--- config.mk ---
export PLATFORM = sky130hd
export DESIGN_NAME = signed_window_scalar_recoder_unit
export DESIGN_NICKNAME = d
export VERILOG_FILES = /design/src/sv/swsr_pkg.sv /design/src/sv/swsr_digit_step.sv /design/src/sv/signed_window_scalar_recoder_unit.sv
export SDC_FILE = /design/constraint.sdc
export NUM_CORES = 1
export LEC_CHECK = 0
export BUFFER_PORTS_ARGS = -buffer_cell sky130_fd_sc_hd__buf_2
export CAP_MARGIN = 25
export CORE_MARGIN = 2
export CORE_UTILIZATION = 63
export CTS_CLUSTER_DIAMETER = 60
export DETAILED_ROUTE_END_ITERATION = 8
export PLACE_DENSITY_LB_ADDON = 0.12
export SETUP_SLACK_MARGIN = 0.2
export SLEW_MARGIN = 20
export SYNTH_ARGS = -nofsm -noshare
export SYNTH_HDL_FRONTEND = slang
export SYNTH_HIERARCHICAL = 1
export SYNTH_SLANG_ARGS = --single-unit
--- constraint.sdc ---
create_clock -name i_clk -period 7.93 [get_ports i_clk]
set_input_delay 0.793 -clock i_clk [delete_from_list [all_inputs] [get_ports i_clk]]
set_output_delay 0.793 -clock i_clk [all_outputs]
set_load 0.05 [all_outputs]
--- src/sv/swsr_pkg.sv ---
`default_nettype none
// ----------------------------------------------------------------------------
// Signed window scalar recoder package
// Shared constants, register codes, state structs and the window width helper.
// ----------------------------------------------------------------------------
package swsr_pkg;

    localparam int ScalarBytes = 32;
    localparam int ByteCntW    = $clog2(ScalarBytes);
    localparam int ByteW       = 8;
    localparam int BufW        = 18;
    localparam int HeldW       = 5;
    localparam int DigitW      = 11;
    localparam int IdxW        = 7;
    localparam int WinW        = 4;
    localparam int CntW        = 3;
    localparam int MaxDigits   = 4;

    localparam int CfgIdxW     = 1;
    localparam int CfgDataW    = 4;

    // Register indexes of the configuration port.
    localparam logic [CfgIdxW-1:0] RegVariant    = 1'b0;
    localparam logic [CfgIdxW-1:0] RegWindowBits = 1'b1;

    // Variant codes.
    localparam logic VarRadix16 = 1'b0;
    localparam logic VarGeneral = 1'b1;

    localparam logic [WinW-1:0] WinRadix16 = 4'd4;
    localparam logic [WinW-1:0] WinMin     = 4'd2;
    localparam logic [WinW-1:0] WinMax     = 4'd11;
    localparam logic [WinW-1:0] WinReset   = 4'd5;
    localparam logic            VarReset   = VarGeneral;

    localparam logic [HeldW-1:0] HeldMax   = 5'd18;

    // Emitter state that feeds one digit step.
    typedef struct packed {
        logic [BufW-1:0]  bits;
        logic [HeldW-1:0] held;
        logic             carry;
        logic             final_byte;
        logic [CntW-1:0]  cnt;
        logic [WinW-1:0]  width;
        logic             variant;
    } t_step_in;

    // Outcome of one digit step.
    typedef struct packed {
        logic [DigitW-1:0] digit;
        logic              carry;
        logic [BufW-1:0]   bits;
        logic [HeldW-1:0]  held;
        logic              last;
        logic              more;
    } t_step_out;

    // Window width in use for a given register setting.
    function automatic logic [WinW-1:0] eff_width(input logic var_sel,
                                                  input logic [WinW-1:0] wbits);
        logic [WinW-1:0] w;
        w = wbits;
        if (var_sel == VarRadix16) begin
            w = WinRadix16;
        end else if (wbits < WinMin) begin
            w = WinMin;
        end else if (wbits > WinMax) begin
            w = WinMax;
        end
        return w;
    endfunction

endpackage
`default_nettype wire

--- src/sv/swsr_digit_step.sv ---
`default_nettype none
// ----------------------------------------------------------------------------
// Signed window digit step
// Takes one window off the bit buffer, folds in the carry and recodes it.
// ----------------------------------------------------------------------------
module swsr_digit_step (
    input  var swsr_pkg::t_step_in  i_st,
    output var swsr_pkg::t_step_out o_res
);

    logic [swsr_pkg::HeldW-1:0] c_w5;
    logic [swsr_pkg::HeldW-1:0] c_take;
    logic [swsr_pkg::HeldW-1:0] c_held;
    logic [11:0]                c_pow;
    logic [11:0]                c_mask;
    logic [11:0]                c_half;
    logic [11:0]                c_raw;
    logic [11:0]                c_sum;
    logic [11:0]                c_wrap;
    logic [11:0]                c_neg;
    logic                       c_last;
    logic [swsr_pkg::CntW-1:0]  c_cnt_nx;

    assign c_w5   = {1'b0, i_st.width};
    assign c_take = (i_st.held >= c_w5) ? c_w5 : i_st.held;
    assign c_held = i_st.held - c_take;
    assign c_last = i_st.final_byte && (c_held == '0);

    assign c_pow  = 12'd1 << i_st.width;
    assign c_mask = c_pow - 12'd1;
    assign c_half = 12'd1 << (i_st.width - 4'd1);
    assign c_raw  = {1'b0, i_st.bits[swsr_pkg::DigitW-1:0]} & c_mask;
    assign c_sum  = c_raw + {11'd0, i_st.carry};
    assign c_wrap = c_sum & c_mask;
    assign c_neg  = c_wrap - c_pow;
    assign c_cnt_nx = i_st.cnt + 3'd1;

    always_comb begin
        o_res.bits = i_st.bits >> c_take;
        o_res.held = c_held;
        o_res.last = c_last;
        o_res.more = ((c_held >= c_w5) || (i_st.final_byte && (c_held != '0)))
                     && (c_cnt_nx != 3'(swsr_pkg::MaxDigits));
        if ((i_st.variant == swsr_pkg::VarRadix16) && c_last) begin
            // The top radix-16 digit keeps its carry unreduced.
            o_res.digit = c_sum[swsr_pkg::DigitW-1:0];
            o_res.carry = 1'b0;
        end else if (c_wrap >= c_half) begin
            o_res.digit = c_neg[swsr_pkg::DigitW-1:0];
            o_res.carry = 1'b1;
        end else begin
            o_res.digit = c_wrap[swsr_pkg::DigitW-1:0];
            o_res.carry = c_sum[i_st.width];
        end
    end

endmodule
`default_nettype wire

--- src/sv/signed_window_scalar_recoder_unit.sv ---
`default_nettype none
// ----------------------------------------------------------------------------
// Signed window scalar recoder
// Recodes a 256-bit scalar, fed a byte at a time, into signed radix-2^w digits.
// ----------------------------------------------------------------------------
// Usage:
// The input channel (i_in_valid / o_in_ready) takes one scalar byte per word,
// least significant byte first, 32 words per scalar. The output channel
// (o_out_valid / i_out_ready) delivers one signed digit per word together with
// its index and a flag on the final digit of the scalar.
// An accepted byte is registered before its first digit moves to the output
// register. The emitter produces one digit per cycle, and a byte holds it
// until its digits are out, up to four at w = 2 and at most one for w of 8 or
// more, where a byte is taken every cycle; an output stall holds both. Only a
// scalar's final byte may yield a second digit there, to flush a partial digit.
// The next byte is taken in the same cycle that the last digit of the current
// one moves into the output register, so the stream runs without bubbles.
// When the receiver stalls, the finished digit waits in the output register;
// a byte that yields no digit is still taken, and the emitter stops only when
// it holds a digit that has nowhere to go.
// A synchronous reset (i_rst_n low) clears the buffer, carry and counters and
// restores variant = general and w = 5. Any configuration write also drops the
// scalar in progress; the next byte starts a new scalar.
// ----------------------------------------------------------------------------
module signed_window_scalar_recoder_unit (
    input  wire                                 i_clk,
    input  wire                                 i_rst_n,
    input  wire                                 i_cfg_we,
    input  wire  [swsr_pkg::CfgIdxW-1:0]        i_cfg_idx,
    input  wire  [swsr_pkg::CfgDataW-1:0]       i_cfg_data,
    input  wire                                 i_in_valid,
    output logic                                o_in_ready,
    input  wire  [swsr_pkg::ByteW-1:0]          i_scalar_byte,
    output logic                                o_out_valid,
    input  wire                                 i_out_ready,
    output logic signed [swsr_pkg::DigitW-1:0]  o_digit,
    output logic [swsr_pkg::IdxW-1:0]           o_digit_index,
    output logic                                o_last_digit
);

    // Configuration registers and the window width derived from them.
    logic                          r_variant;
    logic [swsr_pkg::WinW-1:0]     r_wbits;
    logic [swsr_pkg::WinW-1:0]     r_width;

    // Emitter state.
    logic [swsr_pkg::BufW-1:0]     r_bits,     n_bits;
    logic [swsr_pkg::HeldW-1:0]    r_held,     n_held;
    logic                          r_carry,    n_carry;
    logic                          r_final,    n_final;
    logic                          r_pend,     n_pend;
    logic [swsr_pkg::CntW-1:0]     r_cnt,      n_cnt;
    logic [swsr_pkg::ByteCntW-1:0] r_byte_cnt, n_byte_cnt;
    logic [swsr_pkg::IdxW-1:0]     r_dig_cnt,  n_dig_cnt;

    // Output register.
    logic                          r_o_vld;
    logic [swsr_pkg::DigitW-1:0]   r_o_digit;
    logic [swsr_pkg::IdxW-1:0]     r_o_idx;
    logic                          r_o_last;

    swsr_pkg::t_step_in            c_st;
    swsr_pkg::t_step_out           c_res;

    logic                          c_out_free;
    logic                          c_fire;
    logic                          c_scalar_end;
    logic                          c_take_in;
    logic [swsr_pkg::BufW-1:0]     c_base_bits;
    logic [swsr_pkg::HeldW-1:0]    c_base_held;
    logic [swsr_pkg::HeldW:0]      c_held_sum;
    logic [swsr_pkg::WinW-1:0]     c_cfg_width;

    assign c_st.bits       = r_bits;
    assign c_st.held       = r_held;
    assign c_st.carry      = r_carry;
    assign c_st.final_byte = r_final;
    assign c_st.cnt        = r_cnt;
    assign c_st.width      = r_width;
    assign c_st.variant    = r_variant;

    swsr_digit_step u_step (
        .i_st  (c_st),
        .o_res (c_res)
    );

    // A digit moves into the output register whenever one is pending and the
    // register is empty or being emptied in this cycle.
    assign c_out_free   = !r_o_vld || i_out_ready;
    assign c_fire       = r_pend && c_out_free;
    assign c_scalar_end = c_fire && !c_res.more && r_final;
    assign o_in_ready   = !r_pend || (c_fire && !c_res.more);
    assign c_take_in    = i_in_valid && o_in_ready;

    always_comb begin
        c_cfg_width = r_width;
        if (i_cfg_idx == swsr_pkg::RegVariant) begin
            c_cfg_width = swsr_pkg::eff_width(i_cfg_data[0], r_wbits);
        end else if (i_cfg_idx == swsr_pkg::RegWindowBits) begin
            c_cfg_width = swsr_pkg::eff_width(r_variant, i_cfg_data);
        end
    end

    always_comb begin
        n_bits     = r_bits;
        n_held     = r_held;
        n_carry    = r_carry;
        n_final    = r_final;
        n_pend     = r_pend;
        n_cnt      = r_cnt;
        n_byte_cnt = r_byte_cnt;
        n_dig_cnt  = r_dig_cnt;

        if (c_fire) begin
            n_bits    = c_res.bits;
            n_held    = c_res.held;
            n_carry   = c_res.carry;
            n_pend    = c_res.more;
            n_cnt     = r_cnt + 3'd1;
            n_dig_cnt = r_dig_cnt + 7'd1;
        end
        if (c_scalar_end) begin
            // The whole scalar is out: start the next one from a clean state.
            n_bits    = '0;
            n_held    = '0;
            n_carry   = 1'b0;
            n_final   = 1'b0;
            n_dig_cnt = '0;
        end

        c_base_bits = n_bits;
        c_base_held = n_held;
        c_held_sum  = {1'b0, c_base_held} + 6'd8;

        if (c_take_in) begin
            n_bits = c_base_bits
                     | (swsr_pkg::BufW'(i_scalar_byte) << c_base_held[3:0]);
            n_held = (c_held_sum > {1'b0, swsr_pkg::HeldMax})
                     ? swsr_pkg::HeldMax : c_held_sum[swsr_pkg::HeldW-1:0];
            n_final    = (r_byte_cnt == swsr_pkg::ByteCntW'(swsr_pkg::ScalarBytes - 1));
            n_byte_cnt = r_byte_cnt + 5'd1;
            n_cnt      = '0;
            // The final byte always flushes at least one digit.
            n_pend     = n_final || (n_held >= {1'b0, r_width});
        end
    end

    always_ff @(posedge i_clk) begin
        if (!i_rst_n) begin
            r_variant  <= swsr_pkg::VarReset;
            r_wbits    <= swsr_pkg::WinReset;
            r_width    <= swsr_pkg::WinReset;
            r_bits     <= '0;
            r_held     <= '0;
            r_carry    <= 1'b0;
            r_final    <= 1'b0;
            r_pend     <= 1'b0;
            r_cnt      <= '0;
            r_byte_cnt <= '0;
            r_dig_cnt  <= '0;
            r_o_vld    <= 1'b0;
        end else begin
            if (i_cfg_we) begin
                // Any write, to a known register or not, drops the scalar.
                if (i_cfg_idx == swsr_pkg::RegVariant) begin
                    r_variant <= i_cfg_data[0];
                end else if (i_cfg_idx == swsr_pkg::RegWindowBits) begin
                    r_wbits <= i_cfg_data;
                end
                r_width    <= c_cfg_width;
                r_bits     <= '0;
                r_held     <= '0;
                r_carry    <= 1'b0;
                r_final    <= 1'b0;
                r_pend     <= 1'b0;
                r_cnt      <= '0;
                r_byte_cnt <= '0;
                r_dig_cnt  <= '0;
            end else begin
                r_bits     <= n_bits;
                r_held     <= n_held;
                r_carry    <= n_carry;
                r_final    <= n_final;
                r_pend     <= n_pend;
                r_cnt      <= n_cnt;
                r_byte_cnt <= n_byte_cnt;
                r_dig_cnt  <= n_dig_cnt;
            end
            if (c_fire) begin
                r_o_vld <= 1'b1;
            end else if (i_out_ready) begin
                r_o_vld <= 1'b0;
            end
        end
    end

    always_ff @(posedge i_clk) begin
        if (c_fire) begin
            r_o_digit <= c_res.digit;
            r_o_idx   <= r_dig_cnt;
            r_o_last  <= c_res.last;
        end
    end

    assign o_out_valid   = r_o_vld;
    assign o_digit       = signed'(r_o_digit);
    assign o_digit_index = r_o_idx;
    assign o_last_digit  = r_o_last;

endmodule
`default_nettype wire

# ---- Yosys cells after proc, flatten, opt, wreduce, memory -nomap -nowiden
# Cells that the tools add are included.
dict set report word_totals {
  regBits 70
  in_bits 18
  n_memories 0
  romBits 0
  latchBits 0
  mem_bits_rw 0
}
dict set report op_classes {
  div_mod_pow 0
  mux 25
  n_eq_ne 2
  addsub 9
  reduce_logical 25
  magnitude_cmp 10
  shift 4
  bitwise_logic 6
  n_mul 0
}
# cell n
set ops {}
lappend ops {{$mux 18} 3}
lappend ops {{$mux 4} 7}
lappend ops {{$mux 5} 5}
lappend ops {{$mux 12} 2}
lappend ops {{$shl 1x4->12 const A} 2}
lappend ops {{$or 18x18->18} 1}
lappend ops {{$shl 8x4->18} 1}
lappend ops {{$shr 18x5->18} 1}
lappend ops {{$ge 5x4->1} 3}
lappend ops {{$add 12x1->12} 1}
lappend ops {{$and 11x12->12} 1}
lappend ops {{$and 12x12->12} 1}
lappend ops {{$ge 12x12->1} 1}
lappend ops {{$sub 12x1->12 const B} 1}
lappend ops {{$sub 11x11->11} 1}
lappend ops {{$gt 4x4->1 const B} 2}
lappend ops {{$logic_and 1x1->1} 8}
lappend ops {{$lt 4x2->1 const B} 2}
lappend ops {{$add 7x1->7 const B} 1}
lappend ops {{$mux 1} 7}
lappend ops {{$add 5x4->6 const B} 1}
lappend ops {{$gt 6x5->1 const B} 1}
lappend ops {{$reduce_bool 2->1} 3}
lappend ops {{$reduce_or 3->1} 2}
lappend ops {{other kinds (15)} 23}

# ---- Logic depth before layout (Yosys ltp)
dict set report logic_depth {
  ltp_word 17
  mapped_depth 33
  depth_no_buf 31
}

# ---- Hierarchy
# Netlist, hierarchy kept.
# module cells_per_inst n_inst seq_area_each_um2 area_per_inst_um2
set by_module_without_submodules {}
lappend by_module_without_submodules {signed_window_scalar_recoder_unit 387 1 1591.5 3587.2}
lappend by_module_without_submodules {swsr_digit_step 462 1 0.0 3042.9}

# ---- Worst setup path before layout
# Ideal clock, no wire load.
dict set report synth_timing {
  kind {register to register}
  startpoint {register r_width[1] (netlist name)}
  endpoint {register r_pend}
  slack_ns 0.873
  required_time_ns 7.739
  t_arrival_ns 6.867
  setup_time_ns 0.191
  period_less_slack_ns 7.057
  path_buffers 3
  path_stages_with_launch 33
  path_cell_list {dfxtp_1 -> buf_2 -> buf_2 -> clkinv_1 -> ha_1 -> a21o_1 -> a21o_1 -> a211oi_4 -> mux2i_1 -> buf_2 -> ha_1 -> a21oi_1 -> o21ai_0 -> xnor2_1 -> inv_1 -> ha_1 -> o21ai_0 -> a21oi_1 -> nor2b_2 -> nor3_2 -> a22oi_2 -> inv_2 -> ha_1 -> or2_2 -> o311ai_1 -> nand2_1 -> ha_1 -> nand2b_1 -> a21o_1 -> a21oi_1 -> nor2b_1 -> o41ai_1 -> a21oi_1}
}
# item line_no
set synth_lines {}
lappend synth_lines {{start: declaration} signed_window_scalar_recoder_unit.sv:44} ;# logic [swsr_pkg::WinW-1:0] r_width;
lappend synth_lines {{start signal: assignment} signed_window_scalar_recoder_unit.sv:152} ;# r_width <= swsr_pkg::WinReset;
lappend synth_lines {{start signal: assignment} signed_window_scalar_recoder_unit.sv:170} ;# r_width <= c_cfg_width;
lappend synth_lines {{end signal: assignment} signed_window_scalar_recoder_unit.sv:184} ;# r_pend <= n_pend;
lappend synth_lines {{end: declaration} signed_window_scalar_recoder_unit.sv:51} ;# logic r_pend, n_pend;

==> summary.md <==
| Metric | Value |
|---|---|
| Area Growth Syn to Fin | `6.32%` |
| Required time worst endpoint | `8140 ps` |
| Post-DR wirelength/cell | `19.1 um` |
| CTS sink cnt | `70` |
| Global-route wire length before repair | `31,300 um` |
| Cell with the most instances after synthesis | `nand2_1` |
| Yosys cell types | `89` |
| Slew Limit Fails | `0` |
| Sw Pwr | `0.665 mW` |
| Fmax | `between 100 and 150 MHz` |
| Minimum clock period after layout | `7180 ps` |
| Core area | `a little over 0.01 mm^2` |
| Post-CTS Resized | `0` |
| Final Hold Viols | `0` |
| Top cells by area, synth | `dfxtp_1, edfxtp_1, mux2i_1, ha_1, nand2_1` |
| EDFF count, synth | `19` |
| Slowest CP cell | `dfxtp_1` |
| Clk_lat worst skew | `350 ps` |
| Flops & latches, synth | `70` |
| Layout Nets | `approximately 900` |
| Ys flop type | `dfxtp_1` |
| Diode count | `0` |
| Die height | `107 um` |
| Wl on met1 | `about 7700 um` |
| Final Setup Violations | `0` |
| Routability Congestion | `0.969` |
| Slew HR | `46.4%` |
| RSZ-0062 raised after global routing | `false` |
| Post-layout util | `68.6%` |
| Peak supply drop | `around 0.14 mV` |
| Largest net degree at the start of global routing | `40` |
| Starting Density | `64.5%` |
| Crit path top cell by count | `ha_1` |
| Outcome | `finished, final reports clean` |
| Critical path's largest stage delay | `a little under 500 ps` |
| Post-route ant nets | `0` |
| Site row count | `37` |
| Combinational power share | `50.9%` |
| Period Utilization, post-route | `about nine tenths` |
| Area leader, netlist | `dfxtp_1` |
| Tightest Hold Check Type | `reg -> reg` |
| Post-CTS Repair Setup Buffers | `0` |
| Top sig layer | `met4` |
| Grt ovf | `0` |
| Setup TNS | `0 ps` |
| Worst-Margin Slew | `804 ps` |
| Drt first pass iters | `5` |
| Final Skew | `11.9 ps` |
| DRT iter0 DRCs | `733` |
| Power per cell area | `~210 mW/mm^2` |
| Synthesized area | `around 0.0066 mm^2` |
| Top post-synthesis cells by count | `nand2_1, nor2_1, mux2i_1` |
| CP Capture Type | `flip-flop` |
| Clock-pin slew on the worst setup and hold paths | `80 ps` |
| Synth top area share | `approximately 15%` |
| Internal Pwr Total | `0.811 mW` |
| Sequential share of the synthesized area | `24.0%` |
| Initial antenna violation count | `0` |
| Post-Layout Cell Count | `1,003` |
| CP Max Fanout | `8` |
| YS warnings | `6` |
| Vias in the first global route | `6,429` |
| Mapped Nets | `905` |
| # Max-Cap Violations | `0` |
| Met3 WL | `between 1500 and 2000 um` |
| Crit start category | `flip-flop` |
| H-tree levels | `3` |
| IO Pins | `39` |
| CTS tree | `yes` |
| Met2 wire length | `8790 um` |
| Die Span X | `107 um` |
| Syn_area_per_cell | `between 7 and 8 um^2` |
| Async set-reset flop share out of synthesis | `0%` |
| DP Cell Count | `987` |
| Area of all placed cells without fillers | `0.00705 mm^2` |
| Setup CP Type | `reg -> reg` |
| Hpwl dp | `14,300 um` |
| Clock group share of total power | `between 10% and 20%` |
| Worst EP arrival | `7390 ps` |
| Sw Ratio | `45.1%` |
| Reg power frac | `29.4%` |
| Post-placement setup slack | `811 ps` |
| Post-synthesis cell count | `849` |
| CTS root buf | `clkbuf_8` |
| Final worst setup slack | `753 ps` |
| Total track usage | `between 30% and 40%` |
| Ratio of cells with drive above 1 in the final layout | `a little under an eighth` |
| Residual DRC | `0` |
| Detailed Route WL | `19,200 um` |
| Clock Path Buffers | `2` |
| Area after DPL | `0.00686 mm^2` |
| Avg Vias per Cell | `between 6 and 7` |
| Hold_buf cts | `0` |
| R2r setup slk | `between 700 and 800 ps` |
| Die area | `about 0.011 mm^2` |
| Port Buffers | `38` |
| Inserted Clock Buffers | `9` |
| Static leakage | `between 2 and 3 nW` |
| Via count | `6,745` |
-- critical path: cells and delay by family, from the launching register on --
kind | cells | cell delay [ps]
adders and majority gates | 6 | 1850
xor gates and xnor gates | 1 | 490
muxes | 1 | 280
DFF | 1 | 490
and+or+nand+nor | 8 | 1240
AOI/OAI and AO/OA | 11 | 2350
buffers and inverters | 3 | 330
-- kinds of logic (layout without fill, tap and decap cells) --
kind of cell             Yosys count  count (layout)  share of synthesized area (%)
AO/OA/AOI/OAI                    239             239                           24.5
XOR/XNOR                          33              33                           4.47
buffers and inverters             76              94                           5.15
AND/OR/NAND/NOR                  330             330                           24.6
flip-flops                        70              70                           24.0
adder cells (fa/ha/maj)           38              38                           7.28
multiplexers                      63              63                           9.93
-- final cells by class --
| class | instances | area, um^2 |
|---|---|---|
| Clock buffer | 10 | 128 |
| Clock inverter | 6 | 61.3 |
| Fill cell | 908 | 3230 |
| Inverter | 28 | 105 |
| Multi-Input combinational cell | 703 | 4710 |
| Sequential cell | 70 | 1590 |
| Tap cell | 136 | 170 |
| Timing Repair Buffer | 50 | 280 |
-- cells in the final DEF (no fill, tap or decap), types with 19 or more instances in the layout --
cell and n:
buf_2 38, nor2_1 68, edfxtp_1 19, o21ai_0 47, a21oi_1 51, nor3_1 25
mux2i_1 52, inv_1 24, ha_1 37, nand2_1 104, nand3_1 42, dfxtp_1 51
-- final timing paths --
| check | from | to | cells past startpoint |
|---|---|---|---|
| max reg2reg | r_held[0]$_SDFF_PP0_ | r_pend$_SDFFE_PP0P_ | 30 |
| min reg2reg | r_dig_cnt[6]$_SDFFE_PP0N_ | o_digit_index[6]$_DFFE_PN_ | 0 |
| max | r_held[0]$_SDFF_PP0_ | r_pend$_SDFFE_PP0P_ | 30 |
| min | r_dig_cnt[6]$_SDFFE_PP0N_ | o_digit_index[6]$_DFFE_PN_ | 0 |
-- flip-flops by register name (all words and copies together) (netlist names) --
register and flops:
o_last_digit 1, r_bits 18, r_wbits 4, r_width 4, r_pend 1, o_digit_index 7, o_out_valid 1, o_digit 11
r_cnt 3, r_variant 1, r_dig_cnt 7, r_held 5, r_final 1, r_byte_cnt 5, r_carry 1
-- metrics by stage --
| stage | hold slack (ps) | power, mW |
|---|---|---|
| 6_report | 462 | 1.48 |
| 2_1_floorplan | 428 | 1.00 |
| 3_3_place_gp | 436 | 1.15 |
| 5_1_grt | 472 | 1.56 |
| 4_1_cts | 464 | 1.46 |
| 3_5_place_dp | 445 | 1.16 |
-- power by group through the flow --
stage / Clock, mW / Combinational (mW) / Sequential (mW)
after floorplan: 0 / 0.529 / 0.471
after global placement: 0 / 0.707 / 0.440
after detailed placement: 0 / 0.723 / 0.442
after CTS: 0.293 / 0.730 / 0.433
after global routing: 0.311 / 0.815 / 0.438
final: 0.290 / 0.752 / 0.434
-- routing by layer --
layer,up-vias,global-route usage [%]
met5,-,0
met4,0,18.7
met1,3095,42.4
li1,3168,-
met3,84,6.69
met2,398,55.4
Power figures use the tool's default switching activity.
